<file path="config.mk">
export PLATFORM = sky130hd
export DESIGN_NAME = tuner_frequency_preset_table_core
export DESIGN_NICKNAME = d
export VERILOG_FILES = /design/src/rtl/tfpt_pkg.sv /design/src/rtl/tfpt_table.sv /design/src/rtl/tfpt_seq.sv /design/src/rtl/tuner_frequency_preset_table_core.sv
export SDC_FILE = /design/constraint.sdc
export NUM_CORES = 2
export LEC_CHECK = 0
export BUFFER_PORTS_ARGS = -buffer_cell sky130_fd_sc_hd__buf_4
export CAP_MARGIN = 0
export CELL_PAD_IN_SITES_DETAIL_PLACEMENT = 1
export CELL_PAD_IN_SITES_GLOBAL_PLACEMENT = 1
export CORE_MARGIN = 3
export CORE_UTILIZATION = 30
export DETAILED_ROUTE_END_ITERATION = 10
export PLACE_DENSITY = 0.53
export SKIP_CTS_REPAIR_TIMING = 1
export SYNTH_ARGS = -nofsm -noshare
export SYNTH_HDL_FRONTEND = slang
export SYNTH_SLANG_ARGS = --single-unit
export TNS_END_PERCENT = 20
</file>
<file path="constraint.sdc">
create_clock -name clk -period 10.5 [get_ports clk]
set_input_delay 2.625 -clock clk [delete_from_list [all_inputs] [get_ports clk]]
set_output_delay 2.625 -clock clk [all_outputs]
set_load 0.005 [all_outputs]
</file>
<file path="src/rtl/tfpt_pkg.sv">
// Shared types and constants for the tuner frequency preset table.
package tfpt_pkg;

    localparam int PRESETS = 64;
    localparam int IDX_W = $clog2(PRESETS);
    localparam int CNT_W = $clog2(PRESETS + 1);

    localparam logic [15:0] SPLIT_FREQ = 16'd7600;
    localparam logic [15:0] EMPTY_MARK = 16'hFFFF;

    localparam logic [15:0] BAND_MIN_RST = 16'd8750;
    localparam logic [15:0] BAND_MAX_RST = 16'd10800;
    localparam logic [7:0] STEP_RST = 8'd10;

    // Configuration register indexes.
    localparam logic [1:0] REG_BAND_MIN = 2'd0;
    localparam logic [1:0] REG_BAND_MAX = 2'd1;
    localparam logic [1:0] REG_STEP_LOW = 2'd2;
    localparam logic [1:0] REG_STEP_HIGH = 2'd3;

    // Command codes.
    localparam logic [2:0] MODE_SET = 3'd0;
    localparam logic [2:0] MODE_STEP = 3'd1;
    localparam logic [2:0] MODE_SEEK_UP = 3'd2;
    localparam logic [2:0] MODE_SEEK_DN = 3'd3;
    localparam logic [2:0] MODE_STORE = 3'd4;
    localparam logic [2:0] MODE_LOAD = 3'd5;

    // Table port requests from the sequencer.
    typedef struct packed {
        logic             rd_en;
        logic [IDX_W-1:0] rd_addr;
        logic             wr_en;
        logic [IDX_W-1:0] wr_addr;
        logic [15:0]      wr_data;
    } tbl_req_t;

    // Clamp a signed wide value into the band; band_min wins on conflict.
    function automatic logic [15:0] clamp_band(input logic signed [18:0] f,
                                               input logic [15:0] bmin,
                                               input logic [15:0] bmax);
        logic signed [18:0] v;
        v = f;
        if (v > $signed({3'b000, bmax}))
        begin
            v = $signed({3'b000, bmax});
        end
        if (v < $signed({3'b000, bmin}))
        begin
            v = $signed({3'b000, bmin});
        end
        return v[15:0];
    endfunction

endpackage

</file>
<file path="src/rtl/tfpt_table.sv">
// Preset table memory with one write port and one registered read port.
module tfpt_table (
    input  logic                      clk,
    input  tfpt_pkg::tbl_req_t        req,
    output logic [15:0]               rd_data
);

    logic [15:0] mem [tfpt_pkg::PRESETS];

    // Write port.
    always_ff @(posedge clk)
    begin
        if (req.wr_en)
        begin
            mem[req.wr_addr] <= req.wr_data;
        end
    end

    // Registered read port.
    always_ff @(posedge clk)
    begin
        if (req.rd_en)
        begin
            rd_data <= mem[req.rd_addr];
        end
    end

endmodule

</file>
<file path="src/rtl/tfpt_seq.sv">
// Command sequencer: walks the preset table one entry per step.
module tfpt_seq (
    input  logic                         clk,
    input  logic                         rst_n,
    input  logic                         start,
    input  logic [2:0]                   mode,
    input  logic [15:0]                  new_freq,
    input  logic signed [7:0]            step_mult,
    input  logic [5:0]                   slot,
    input  logic [15:0]                  band_min,
    input  logic [15:0]                  band_max,
    input  logic [7:0]                   step_low,
    input  logic [7:0]                   step_high,
    output logic                         busy,
    output logic                         done,
    output logic [15:0]                  res_freq,
    output logic [6:0]                   res_preset,
    output tfpt_pkg::tbl_req_t           tbl_req,
    input  logic [15:0]                  rd_data
);

    localparam int IW = tfpt_pkg::IDX_W;
    localparam int CW = tfpt_pkg::CNT_W;

    typedef enum logic [6:0] {
        S_IDLE  = 7'b0000001,
        S_CLEAR = 7'b0000010,
        S_MUL   = 7'b0000100,
        S_SCAN  = 7'b0001000,
        S_SHIFT = 7'b0010000,
        S_FIND  = 7'b0100000,
        S_DONE  = 7'b1000000
    } state_t;

    state_t state_reg, state_next;
    logic [2:0] mode_reg;
    logic [15:0] freq_reg, freq_next;
    logic [15:0] found_reg, found_next;
    logic [15:0] carry_reg, carry_next;
    logic signed [18:0] prod_reg;
    logic [CW-1:0] idx_reg, idx_next;
    logic [CW-1:0] wptr_reg, wptr_next;
    logic del_reg, del_next;
    logic pend_reg, pend_next;
    logic hit_reg, hit_next;
    logic [6:0] preset_reg, preset_next;
    logic signed [8:0] step_s;
    logic [CW-1:0] idx_prev;
    logic [15:0] c;

    assign busy = (state_reg != S_IDLE);
    assign done = (state_reg == S_DONE);
    assign res_freq = freq_reg;
    assign res_preset = preset_reg;
    assign c = rd_data;
    assign idx_prev = idx_reg - CW'(1);

    // Step size chosen by the side of the split frequency.
    always_comb
    begin
        if (step_mult > 8'sd0)
        begin
            step_s = $signed({1'b0, (freq_reg >= tfpt_pkg::SPLIT_FREQ) ? step_high : step_low});
        end
        else
        begin
            step_s = $signed({1'b0, (freq_reg <= tfpt_pkg::SPLIT_FREQ) ? step_low : step_high});
        end
    end

    // Next-state and datapath logic.
    always_comb
    begin
        state_next = state_reg;
        freq_next = freq_reg;
        found_next = found_reg;
        carry_next = carry_reg;
        idx_next = idx_reg;
        wptr_next = wptr_reg;
        del_next = del_reg;
        pend_next = 1'b0;
        hit_next = hit_reg;
        preset_next = preset_reg;
        tbl_req = '0;
        case (state_reg)
            S_CLEAR:
            begin
                // Fill the table with the empty mark after reset.
                tbl_req.wr_en = 1'b1;
                tbl_req.wr_addr = idx_reg[IW-1:0];
                tbl_req.wr_data = tfpt_pkg::EMPTY_MARK;
                idx_next = idx_reg + CW'(1);
                if (idx_reg == CW'(tfpt_pkg::PRESETS - 1))
                begin
                    state_next = S_IDLE;
                end
            end
            S_IDLE:
            begin
                if (start)
                begin
                    idx_next = '0;
                    found_next = freq_reg;
                    hit_next = 1'b0;
                    case (mode)
                        tfpt_pkg::MODE_SET:
                        begin
                            freq_next = tfpt_pkg::clamp_band({3'b000, new_freq},
                                                             band_min, band_max);
                            state_next = S_FIND;
                        end
                        tfpt_pkg::MODE_STEP:
                        begin
                            state_next = S_MUL;
                        end
                        tfpt_pkg::MODE_SEEK_UP, tfpt_pkg::MODE_SEEK_DN,
                        tfpt_pkg::MODE_STORE:
                        begin
                            state_next = S_SCAN;
                        end
                        tfpt_pkg::MODE_LOAD:
                        begin
                            if (CW'(slot) < CW'(tfpt_pkg::PRESETS))
                            begin
                                tbl_req.rd_en = 1'b1;
                                tbl_req.rd_addr = IW'(slot);
                                pend_next = 1'b1;
                                state_next = S_SCAN;
                            end
                            else
                            begin
                                state_next = S_FIND;
                            end
                        end
                        default:
                        begin
                            state_next = S_FIND;
                        end
                    endcase
                end
            end
            S_MUL:
            begin
                freq_next = tfpt_pkg::clamp_band($signed({3'b000, freq_reg}) + prod_reg,
                                                 band_min, band_max);
                state_next = S_FIND;
            end
            S_SCAN:
            begin
                // Reads are issued ahead through the registered read port; pend marks valid data.
                if (mode_reg == tfpt_pkg::MODE_LOAD)
                begin
                    if (c != tfpt_pkg::EMPTY_MARK)
                    begin
                        freq_next = tfpt_pkg::clamp_band({3'b000, c}, band_min, band_max);
                    end
                    idx_next = '0;
                    state_next = S_FIND;
                end
                else if (!pend_reg)
                begin
                    tbl_req.rd_en = 1'b1;
                    tbl_req.rd_addr = idx_reg[IW-1:0];
                    idx_next = idx_reg + CW'(1);
                    pend_next = 1'b1;
                end
                else
                begin
                    case (mode_reg)
                        tfpt_pkg::MODE_SEEK_UP:
                        begin
                            if (c != tfpt_pkg::EMPTY_MARK && c > freq_reg)
                            begin
                                freq_next = tfpt_pkg::clamp_band({3'b000, c},
                                                                 band_min, band_max);
                                idx_next = '0;
                                state_next = S_FIND;
                            end
                        end
                        tfpt_pkg::MODE_SEEK_DN:
                        begin
                            if (c != tfpt_pkg::EMPTY_MARK)
                            begin
                                if (c < freq_reg)
                                begin
                                    found_next = c;
                                end
                                else
                                begin
                                    freq_next = tfpt_pkg::clamp_band({3'b000, found_reg},
                                                                     band_min, band_max);
                                    idx_next = '0;
                                    state_next = S_FIND;
                                end
                            end
                        end
                        default:
                        begin
                            // Store or delete: look for the first entry not below.
                            if (freq_reg == tfpt_pkg::EMPTY_MARK)
                            begin
                                idx_next = '0;
                                state_next = S_FIND;
                            end
                            else if (c >= freq_reg)
                            begin
                                del_next = (c == freq_reg);
                                wptr_next = idx_prev;
                                carry_next = freq_reg;
                                if (c == freq_reg)
                                begin
                                    state_next = S_SHIFT;
                                end
                                else
                                begin
                                    tbl_req.wr_en = 1'b1;
                                    tbl_req.wr_addr = idx_prev[IW-1:0];
                                    tbl_req.wr_data = freq_reg;
                                    carry_next = c;
                                    wptr_next = idx_reg;
                                    state_next = S_SHIFT;
                                end
                            end
                        end
                    endcase
                    if (state_next == S_SCAN)
                    begin
                        if (idx_reg == CW'(tfpt_pkg::PRESETS))
                        begin
                            if (mode_reg == tfpt_pkg::MODE_SEEK_UP)
                            begin
                                freq_next = tfpt_pkg::clamp_band({3'b000, freq_reg},
                                                                 band_min, band_max);
                            end
                            else if (mode_reg == tfpt_pkg::MODE_SEEK_DN)
                            begin
                                freq_next = tfpt_pkg::clamp_band({3'b000, found_next},
                                                                 band_min, band_max);
                            end
                            idx_next = '0;
                            state_next = S_FIND;
                        end
                        else
                        begin
                            tbl_req.rd_en = 1'b1;
                            tbl_req.rd_addr = idx_reg[IW-1:0];
                            idx_next = idx_reg + CW'(1);
                            pend_next = 1'b1;
                        end
                    end
                end
            end
            S_SHIFT:
            begin
                // Each entry is moved by a read, then a write.
                if (del_reg)
                begin
                    if (wptr_reg == CW'(tfpt_pkg::PRESETS - 1))
                    begin
                        tbl_req.wr_en = 1'b1;
                        tbl_req.wr_addr = wptr_reg[IW-1:0];
                        tbl_req.wr_data = tfpt_pkg::EMPTY_MARK;
                        idx_next = '0;
                        state_next = S_FIND;
                    end
                    else if (!pend_reg)
                    begin
                        tbl_req.rd_en = 1'b1;
                        tbl_req.rd_addr = IW'(wptr_reg + CW'(1));
                        pend_next = 1'b1;
                    end
                    else
                    begin
                        tbl_req.wr_en = 1'b1;
                        tbl_req.wr_addr = wptr_reg[IW-1:0];
                        tbl_req.wr_data = c;
                        wptr_next = wptr_reg + CW'(1);
                    end
                end
                else
                begin
                    if (wptr_reg == CW'(tfpt_pkg::PRESETS))
                    begin
                        idx_next = '0;
                        state_next = S_FIND;
                    end
                    else if (!pend_reg)
                    begin
                        tbl_req.rd_en = 1'b1;
                        tbl_req.rd_addr = wptr_reg[IW-1:0];
                        pend_next = 1'b1;
                    end
                    else
                    begin
                        tbl_req.wr_en = 1'b1;
                        tbl_req.wr_addr = wptr_reg[IW-1:0];
                        tbl_req.wr_data = carry_reg;
                        carry_next = c;
                        wptr_next = wptr_reg + CW'(1);
                    end
                end
            end
            S_FIND:
            begin
                // Locate the first stored copy of the final frequency.
                if (pend_reg && !hit_reg && c != tfpt_pkg::EMPTY_MARK && c == freq_reg)
                begin
                    hit_next = 1'b1;
                    preset_next = 7'(idx_reg);
                end
                if (idx_reg == CW'(tfpt_pkg::PRESETS) || (pend_reg && hit_next))
                begin
                    if (!hit_next)
                    begin
                        preset_next = '0;
                    end
                    if (!pend_reg || hit_next || idx_reg == CW'(tfpt_pkg::PRESETS))
                    begin
                        state_next = (pend_reg || idx_reg == '0 || hit_next) ?
                                     S_DONE : S_FIND;
                    end
                end
                if (state_next == S_FIND && idx_reg != CW'(tfpt_pkg::PRESETS))
                begin
                    tbl_req.rd_en = 1'b1;
                    tbl_req.rd_addr = idx_reg[IW-1:0];
                    idx_next = idx_reg + CW'(1);
                    pend_next = 1'b1;
                end
                else if (state_next == S_FIND)
                begin
                    pend_next = 1'b1;
                end
            end
            S_DONE:
            begin
                state_next = S_IDLE;
            end
            default:
            begin
                state_next = S_IDLE;
            end
        endcase
    end

    // Control registers.
    always_ff @(posedge clk or negedge rst_n)
    begin
        if (!rst_n)
        begin
            state_reg <= S_CLEAR;
            freq_reg <= tfpt_pkg::BAND_MIN_RST;
            idx_reg <= '0;
            pend_reg <= 1'b0;
        end
        else
        begin
            state_reg <= state_next;
            freq_reg <= freq_next;
            idx_reg <= idx_next;
            pend_reg <= pend_next;
        end
    end

    // Datapath registers.
    always_ff @(posedge clk)
    begin
        found_reg <= found_next;
        carry_reg <= carry_next;
        wptr_reg <= wptr_next;
        del_reg <= del_next;
        hit_reg <= hit_next;
        preset_reg <= preset_next;
        if (state_reg == S_IDLE && start)
        begin
            mode_reg <= mode;
            prod_reg <= 19'(step_s * $signed({step_mult[7], step_mult}));
        end
    end

endmodule

</file>
<file path="src/rtl/tuner_frequency_preset_table_core.sv">
// Top level of the tuner frequency preset table.
//
// Usage: commands arrive on the in channel (mode, new_freq, step_mult, slot)
// with in_valid/in_ready. Each command yields exactly one item on the out
// channel (freq_now, preset_number) with out_valid/out_ready.
// Registers band_min, band_max, step_low and step_high are written through
// the cfg channel by index 0 to 3; the user must write them only while the
// block is idle, which the block itself does not enforce. One command is
// processed at a time; in_ready is low while it runs. A seek scans the
// table; a store or delete scans it, then moves entries with one read and
// one write per moved entry; every command ends with a preset lookup. All
// table reads go through the memory's single read port.
// The result is held in an output register; a new command is accepted only
// once the sequencer is idle and no result waits.
// After reset the table is cleared one entry per cycle, with in_ready low;
// configuration writes are taken meanwhile.
// A stalled receiver holds the result and blocks further commands.
module tuner_frequency_preset_table_core (
    input  logic        clk,
    input  logic        rst_n,
    input  logic        in_valid,
    output logic        in_ready,
    input  logic [2:0]  mode,
    input  logic [15:0] new_freq,
    input  logic signed [7:0] step_mult,
    input  logic [5:0]  slot,
    output logic        out_valid,
    input  logic        out_ready,
    output logic [15:0] freq_now,
    output logic [6:0]  preset_number,
    input  logic        cfg_valid,
    output logic        cfg_ready,
    input  logic [1:0]  cfg_index,
    input  logic [15:0] cfg_data
);

    logic [15:0] band_min_reg, band_max_reg;
    logic [7:0] step_low_reg, step_high_reg;
    logic busy, done, start;
    logic [15:0] res_freq, rd_data;
    logic [6:0] res_preset;
    tfpt_pkg::tbl_req_t tbl_req;

    assign cfg_ready = 1'b1;
    assign in_ready = !busy && !(out_valid && !out_ready);
    assign start = in_valid && in_ready;

    // Configuration registers.
    always_ff @(posedge clk or negedge rst_n)
    begin
        if (!rst_n)
        begin
            band_min_reg <= tfpt_pkg::BAND_MIN_RST;
            band_max_reg <= tfpt_pkg::BAND_MAX_RST;
            step_low_reg <= tfpt_pkg::STEP_RST;
            step_high_reg <= tfpt_pkg::STEP_RST;
        end
        else if (cfg_valid)
        begin
            case (cfg_index)
                tfpt_pkg::REG_BAND_MIN:  band_min_reg <= cfg_data;
                tfpt_pkg::REG_BAND_MAX:  band_max_reg <= cfg_data;
                tfpt_pkg::REG_STEP_LOW:  step_low_reg <= cfg_data[7:0];
                tfpt_pkg::REG_STEP_HIGH: step_high_reg <= cfg_data[7:0];
                default: ;
            endcase
        end
    end

    tfpt_seq u_seq (
        .clk(clk), .rst_n(rst_n), .start(start), .mode(mode),
        .new_freq(new_freq), .step_mult(step_mult), .slot(slot),
        .band_min(band_min_reg), .band_max(band_max_reg),
        .step_low(step_low_reg), .step_high(step_high_reg),
        .busy(busy), .done(done), .res_freq(res_freq), .res_preset(res_preset),
        .tbl_req(tbl_req), .rd_data(rd_data)
    );

    tfpt_table u_table (.clk(clk), .req(tbl_req), .rd_data(rd_data));

    // Output register.
    always_ff @(posedge clk or negedge rst_n)
    begin
        if (!rst_n)
        begin
            out_valid <= 1'b0;
        end
        else if (done)
        begin
            out_valid <= 1'b1;
        end
        else if (out_ready)
        begin
            out_valid <= 1'b0;
        end
    end

    always_ff @(posedge clk)
    begin
        if (done)
        begin
            freq_now <= res_freq;
            preset_number <= res_preset;
        end
    end

`ifndef NO_ASSERTIONS
    // No command is taken while the sequencer runs.
    a_no_start_busy: assert property (@(posedge clk) disable iff (!rst_n)
        busy |-> !in_ready) else $error("in_ready high while busy");
    // A finished command never overwrites an untaken result.
    a_no_overrun: assert property (@(posedge clk) disable iff (!rst_n)
        done |-> !(out_valid && !out_ready)) else $error("result overrun");
    // Result stays put while stalled.
    a_hold: assert property (@(posedge clk) disable iff (!rst_n)
        (out_valid && !out_ready) |=> $stable(freq_now))
        else $error("result changed while stalled");
`endif

endmodule
</file>
Yosys cells after proc, flatten, opt, wreduce, memory -nomap -nowiden
Memory sizes are Yosys's and may differ from the RTL's. A register that Yosys moved wholly into a read port is not among the register bits.
Cells that the tools add are included.
{ "op_classes": {"add_sub_neg": 4, "n_mul": 1, "magnitude_cmp": 19, "n_eq_ne": 51, "mux": 177, "bitwise_logic": 3, "n_reduce_logical": 43} }
{ "ops": {"columns": ["cell", "n"], "rows": [
  ["16-bit two-way mux", 42],
  ["19-bit two-way mux", 32],
  ["7-bit two-way mux", 56],
  ["23-bit two-way mux", 8],
  ["19-bit by 17-bit < comparator with 1-bit output", 7],
  ["16-bit > comparator", 6],
  ["16-bit one-hot mux with 2 select lines", 3],
  ["30-bit two-way mux", 3],
  ["23-bit one-hot mux with 3 select lines", 1],
  ["16-bit one-hot mux with 3 select lines", 1],
  ["7-bit one-hot mux with 2 select lines", 3],
  ["7-bit one-hot mux with 6 select lines", 1],
  ["7-bit one-hot mux with 5 select lines", 1],
  ["7-bit by 6-bit == test with 1-bit output, second input constant", 4],
  ["7-bit one-hot mux with 4 select lines", 1],
  ["8-bit two-way mux", 3],
  ["7-bit == test, second input constant", 3],
  ["17-bit by 19-bit adder with 19-bit output", 1],
  ["19-bit by 17-bit > comparator with 1-bit output", 1],
  ["1-bit two-way mux", 19],
  ["6-bit inequality test, second input constant", 3],
  ["9-bit AND reduction", 2],
  ["9-bit by 8-bit multiplier with 17-bit output", 1],
  ["16-bit == test", 1],
  ["other kinds (46)", 95]
]} }
{ "totals": {"register_bits": 173, "mem_bits_rw": 1024, "out_inout_bits": 26, "word_cells": 318, "mem_count": 1} }
{ "memory_table": {"columns": ["memory", "words", "width", "read_ports", "rd_clocked_by_memory_dff", "wr", "line", "source"], "rows": [
  ["u_table.mem", 64, 16, 1, 1, 1, "tfpt_table.sv:8", "logic [15:0] mem [tfpt_pkg::PRESETS];"]
]} }

Depth between registers and ports, before layout
{ "logic_depth": {"ltp_word": 25, "depth_mapped": 36} }

Cells and area by module
A second synthesis with hierarchy kept.
{ "hier_totals": {"cells_unflattened": 4013, "hier_area_um2": 59244.3} }
{ "by_module_without_submodules": {"columns": ["mod", "n_inst", "cells_per_inst", "area_each_um2"], "rows": [
  ["tfpt_table", 1, 1820, 40138.5],
  ["tfpt_seq", 1, 2061, 16533.4],
  ["tuner_frequency_preset_table_core", 1, 132, 2572.5]
]} }

Worst setup path before layout
No wires, ideal clock.
{ "synth_path": {"kind": "in2reg", "from": "input port step_mult[2]", "to": "register u_seq.prod_reg[17] (data pin)", "setup_ns": 0.260, "t_arrival_ns": 8.446, "setup_slack_ns": 1.794, "cell_stages": 26, "path_buffers": 0, "cell_sequence": "or4_1 nor4_1 o21ai_0 a41oi_1 nor2_1 nor4_2 mux2_2 and2_1 fa_1 inv_1 fa_1 inv_1 fa_1 fa_1 ha_1 inv_1 o21ai_0 a21oi_1 o21bai_1 a21oi_1 nor2_1 o21ai_0 nand2b_1 a21oi_1 o21ai_0 xnor2_1"} }
{ "synth_between": {"elab_chain_cells": 3} }
{ "synth_lines": {"columns": ["item", "line", "source"], "rows": [
  ["from (decl)", "tuner_frequency_preset_table_core.sv:25", "input logic signed [7:0] step_mult,"],
  ["8-bit by 1-bit > comparator with 1-bit output", "tfpt_seq.sv:61", "if (step_mult > 8'sd0)"],
  ["8-bit two-way mux", "tfpt_seq.sv:61", null],
  ["9-bit by 8-bit multiplier with 17-bit output *", "tfpt_seq.sv:377", "prod_reg <= 19'(step_s * $signed({step_mult[7], step_mult}));"],
  ["to (signal assigned)", "tfpt_seq.sv:377", null],
  ["to (decl)", "tfpt_seq.sv:40", "logic signed [18:0] prod_reg;"]
]} }
Mark *: on every way between the ends. The rest lies on a longest branch, timed or not.
A chain may end at the register's enable or synchronous reset.

Worst setup path after layout
{ "layout_path": {"from": "register u_seq.freq_reg[5], in the netlist u_seq.res_freq[5]", "to": "register u_seq.freq_reg[13], in the netlist u_seq.res_freq[13]"} }
{ "layout_between": {"elab_chain_cells": 25, "elab_cells_between_ends": 59, "classes_between": "add/sub (1); order compare (9); eq/ne (2); mux (46); reduce/logical (1)"} }
{ "layout_lines": {"columns": ["item", "line", "source"], "rows": [
  ["from (decl)", "tfpt_seq.sv:37", "logic [15:0] freq_reg, freq_next;"],
  ["from (signal assigned)", "tfpt_seq.sv:352", "freq_reg <= tfpt_pkg::BAND_MIN_RST;"],
  ["from (signal assigned)", "tfpt_seq.sv:359", "freq_reg <= freq_next;"],
  ["16-bit < comparator", "tfpt_seq.sv:184", "if (c < freq_reg)"],
  ["16-bit two-way mux", "tfpt_seq.sv:184", null],
  ["16-bit two-way mux", "tfpt_seq.sv:182", "if (c != tfpt_pkg::EMPTY_MARK)"],
  ["16-bit two-way mux", "tfpt_seq.sv:169", "case (mode_reg)"],
  ["16-bit two-way mux", "tfpt_seq.sv:160", "else if (!pend_reg)"],
  ["16-bit two-way mux", "tfpt_seq.sv:151", "if (mode_reg == tfpt_pkg::MODE_LOAD)"],
  ["16-bit two-way mux", "tfpt_seq.sv:85", "case (state_reg)"],
  ["16-bit > comparator", "tfpt_pkg.sv:44", "if (v > $signed({3'b000, bmax}))"],
  ["(+9 left out)", null, null],
  ["16-bit two-way mux", "tfpt_pkg.sv:48", "if (v < $signed({3'b000, bmin}))"],
  ["16-bit two-way mux", "tfpt_seq.sv:235", "else if (mode_reg == tfpt_pkg::MODE_SEEK_DN)"],
  ["16-bit two-way mux", "tfpt_seq.sv:230", "if (mode_reg == tfpt_pkg::MODE_SEEK_UP)"],
  ["16-bit two-way mux", "tfpt_seq.sv:228", "if (idx_reg == CW'(tfpt_pkg::PRESETS))"],
  ["16-bit two-way mux", "tfpt_seq.sv:226", "if (state_next == S_SCAN)"],
  ["16-bit two-way mux", "tfpt_seq.sv:160", null],
  ["16-bit two-way mux", "tfpt_seq.sv:151", null],
  ["16-bit one-hot mux with 3 select lines *", "tfpt_seq.sv:85", null]
]} }
Mark *: on every way between the ends. The rest lies on a longest branch, timed or not. The select of a mux whose other input is x is not followed.

==> qor.csv <==
stage,metric,value,unit
placement,routability-driven placement congestion ratio,0.927,
floorplan,Die ar.,208000,sq um
logic_synthesis,synth top area cells,"edfxtp_1 56%, nand2_1 5.8%, ha_1 5.5%, mux2i_1 3.5%, nand3_1 2.6%",
timing,Slew Limit Headroom,0.124,
timing,final setup violation count,0,
logic_synthesis,register area share after synthesis,0.593,
floorplan,Initial Utilization,0.303,
route,initial drt markers,3518,
logic_synthesis,synthesis-stage register bit count,1211,
timing,final hold slack,0.455,ns
timing,Tcrit/Tclk final,0.878,
timing,final worst clock skew,0.0556,ns
clock_tree,Clock Path Buffers,3,
logic_synthesis,syn nets,5452,
setup_path,reg2reg setup slack,1.28,ns
logic_synthesis,number of synthesized flops with an enable pin,1131,
setup_path,class of the most critical setup path,flip-flop to flip-flop,
route,vias,44000,
logic_synthesis,Yosys cell types,98,
final_layout,area delta synth->final,15.4,%
setup_path,CP max-delay cell,or4b_2,
route,DRT Wirelength,237000,microns
setup_path,WP data arrival,9.89,ns
timing,post-route minimum period,9.22,ns
timing,FMAX,108,MHz
logic_synthesis,syn avg cell area,11.9,sq um
logic_synthesis,"area leader, netlist",edfxtp_1,
global_route,total grt overflow,0,
power_and_ir_drop,PD cells,263,nW/um^2
global_route,first-pass GRT wire length,340000,microns
floorplan,die width,456,microns
clock_tree,"CTS clk-pin slew, worst paths",0.06,ns
setup_path,CP endpoint,u_seq.res_freq[13],
floorplan,Die Y,456,microns
timing,Worst-Margin Slew,1.31,ns
global_route,initial antenna violation count,9,
placement,Detailed Place HPWL,156000,microns
placement,port bufs,80,
timing,RSZ-0062 raised after global routing,false,
clock_tree,CTS H-tree depth,4,
setup_path,capturing point of the worst reg2reg path,u_seq.res_freq[13],
route,Pre-Repair DR Iteration Count,6,
floorplan,I/O pin count,82,
logic_synthesis,Gate Count Post-Synth,5091,
clock_tree,clk sinks,1211,
setup_path,crit-path max cell delay,0.64,ns
route,WL per Instance,29.5,microns
final_layout,area of the multi-input gates,23200,sq um
global_route,largest net degree at the start of global routing,122,
route,DRC Markers,0,
setup_path,worst r2r path cells,29,
setup_path,peak fanout along the critical path,19,
logic_synthesis,area share of the largest cell type after synthesis,0.560,
clock_tree,TritonCTS clock tree,done,
logic_synthesis,Syn Std Cell Area,60700,sq um
setup_path,Setup crit end kind,flip-flop,
worst_hold_path,Hold Path Class,flip-flop to flip-flop,
clock_tree,CTS root buffer,clkbuf_16,
setup_path,Critical Path Most Common Cell,a21o_1,
logic_synthesis,ys async rst share,0.0661,
run_status,status,completed,
final_layout,FF+latch area,36000,sq um
timing,Max Transition Viols Final,0,
logic_synthesis,warnings from Yosys,0,
final_layout,max FFs per register,1024,
setup_path,CP startpoint kind,flip-flop,
logic_synthesis,"Top FF cell, synth",edfxtp_1,
setup_path,critical path launch point,u_seq.res_freq[5],
clock_tree,Inserted Clock Buffers,143,
timing,setup tns final,0,ns
final_layout,Final nets,5605,
route,Antenna Violating Nets Remaining,0,
power_and_ir_drop,P_leak,24.9,nW
floorplan,Core ar.,200000,sq um
setup_path,critical path required time,11.17,ns
global_route,Total GRT Usage,0.223,
clock_tree,worst skew pair latency,0.81,ns
route,vias per std cell,5.48,
logic_synthesis,Post-synth top cells,"1131 x edfxtp_1, 936 x nand2_1, 313 x nand3_1",
setup_path,reg-to-reg startpoint,u_seq.res_freq[5],
logic_synthesis,most common cell in the netlist,edfxtp_1,
job,max_cap viols,0,
timing,Fin. Hold Viols,0,
global_route,vias in the first global route,45100,
power_and_ir_drop,VDD IR-drop max,0.223,mV
floorplan,row count,164,
final_layout,layout cell share with drive strength beyond 1,0.141,
final_layout,Fill cells,21500,
how the worst min path moves through the flow:
stage                                    from  slack (ns)  cells after the start          endpoint
after detailed placement  u_seq.res_preset[4]        0.45                      0  preset_number[4]
after floorplan           u_seq.res_preset[0]        0.43                      0  preset_number[0]
final                     u_seq.res_preset[4]        0.46                      0  preset_number[4]
after global routing      u_seq.res_preset[0]        0.47                      0  preset_number[0]
after CTS                 u_seq.res_preset[4]        0.46                      0  preset_number[4]
after global placement    u_seq.res_preset[0]        0.44                      0  preset_number[0]
critical path, delay by kind of cell, from the launching register on:
kind / cells / cell delay (ns)
adder cells (fa/ha/maj): 3 / 0.92
buffers and inverters: 3 / 0.68
multiplexers: 2 / 0.94
AO/OA/AOI/OAI: 18 / 4.73
flip-flops: 1 / 0.52
AND/OR/NAND/NOR: 3 / 1.27
metal layers:
metal | vias to the layer above | wire length, microns | track usage
li1 | 19400 | - | -
met1 | 22900 | 101000 | 0.287
met2 | 1226 | 116000 | 0.381
met3 | 373 | 10700 | 0.0307
met4 | 2 | 9590 | 0.0853
met5 | - | 7 | 0
cell type report:
cell class,count,area share
clock inverter,88,0.0118
multi-input combinational,3439,0.332
inverter,166,0.00890
tap,2656,0.0474
timing repair buffer,283,0.0319
clock buffer,170,0.0543
sequential,1211,0.514
antenna,3,0.000107
power by group:
group / leakage, nW / switching, mW / internal [mW]
Combinational: 13.5 / 4.94 / 2.75
Sequential: 9.17 / 0.278 / 5.52
Clock: 2.25 / 2.16 / 2.81
kinds of logic (layout without fill, tap and decap cells):
| logic type | count (synthesis) | after routing | synth area share |
|---|---|---|---|
| and+or+nand+nor | 1847 | 1847 | 0.138 |
| DFF | 1211 | 1211 | 0.593 |
| AOI/OAI and AO/OA | 904 | 904 | 0.105 |
| buffers and inverters | 441 | 707 | 0.0305 |
| muxes | 349 | 349 | 0.0604 |
| adders and majority gates | 305 | 305 | 0.0676 |
| xor gates and xnor gates | 33 | 33 | 0.00476 |
| other | 1 | 4 | 0.0000618 |
stage by stage:
| stage | total power [mW] | util | area [sq um] | instances | worst slack, ns |
|---|---|---|---|---|---|
| floorplan | 10.7 | - | 60700 | 5091 | 1.79 |
| finish | 18.4 | 0.349 | 70000 | 8016 | 1.28 |
| global route | 19.5 | 0.349 | 70000 | 8013 | 0.863 |
| global placement | 13.4 | 0.326 | 65400 | 7755 | 1.08 |
| CTS | 18.5 | 0.349 | 70000 | 8013 | 1.39 |
| detailed placement | 13.5 | 0.326 | 65400 | 7755 | 1.06 |
cell usage in the layout, fill, tap and decap left out, types with 148 or more instances in the layout:
cell / count
edfxtp_1: 1131
nand2_1: 936
nand3_1: 304
buf_4: 274
ha_1: 267
mux2i_1: 214
nor2_1: 182
o21ai_0: 177
inv_1: 165
clkbuf_16: 148
Note: power is estimated with default switching activity, not from simulation.
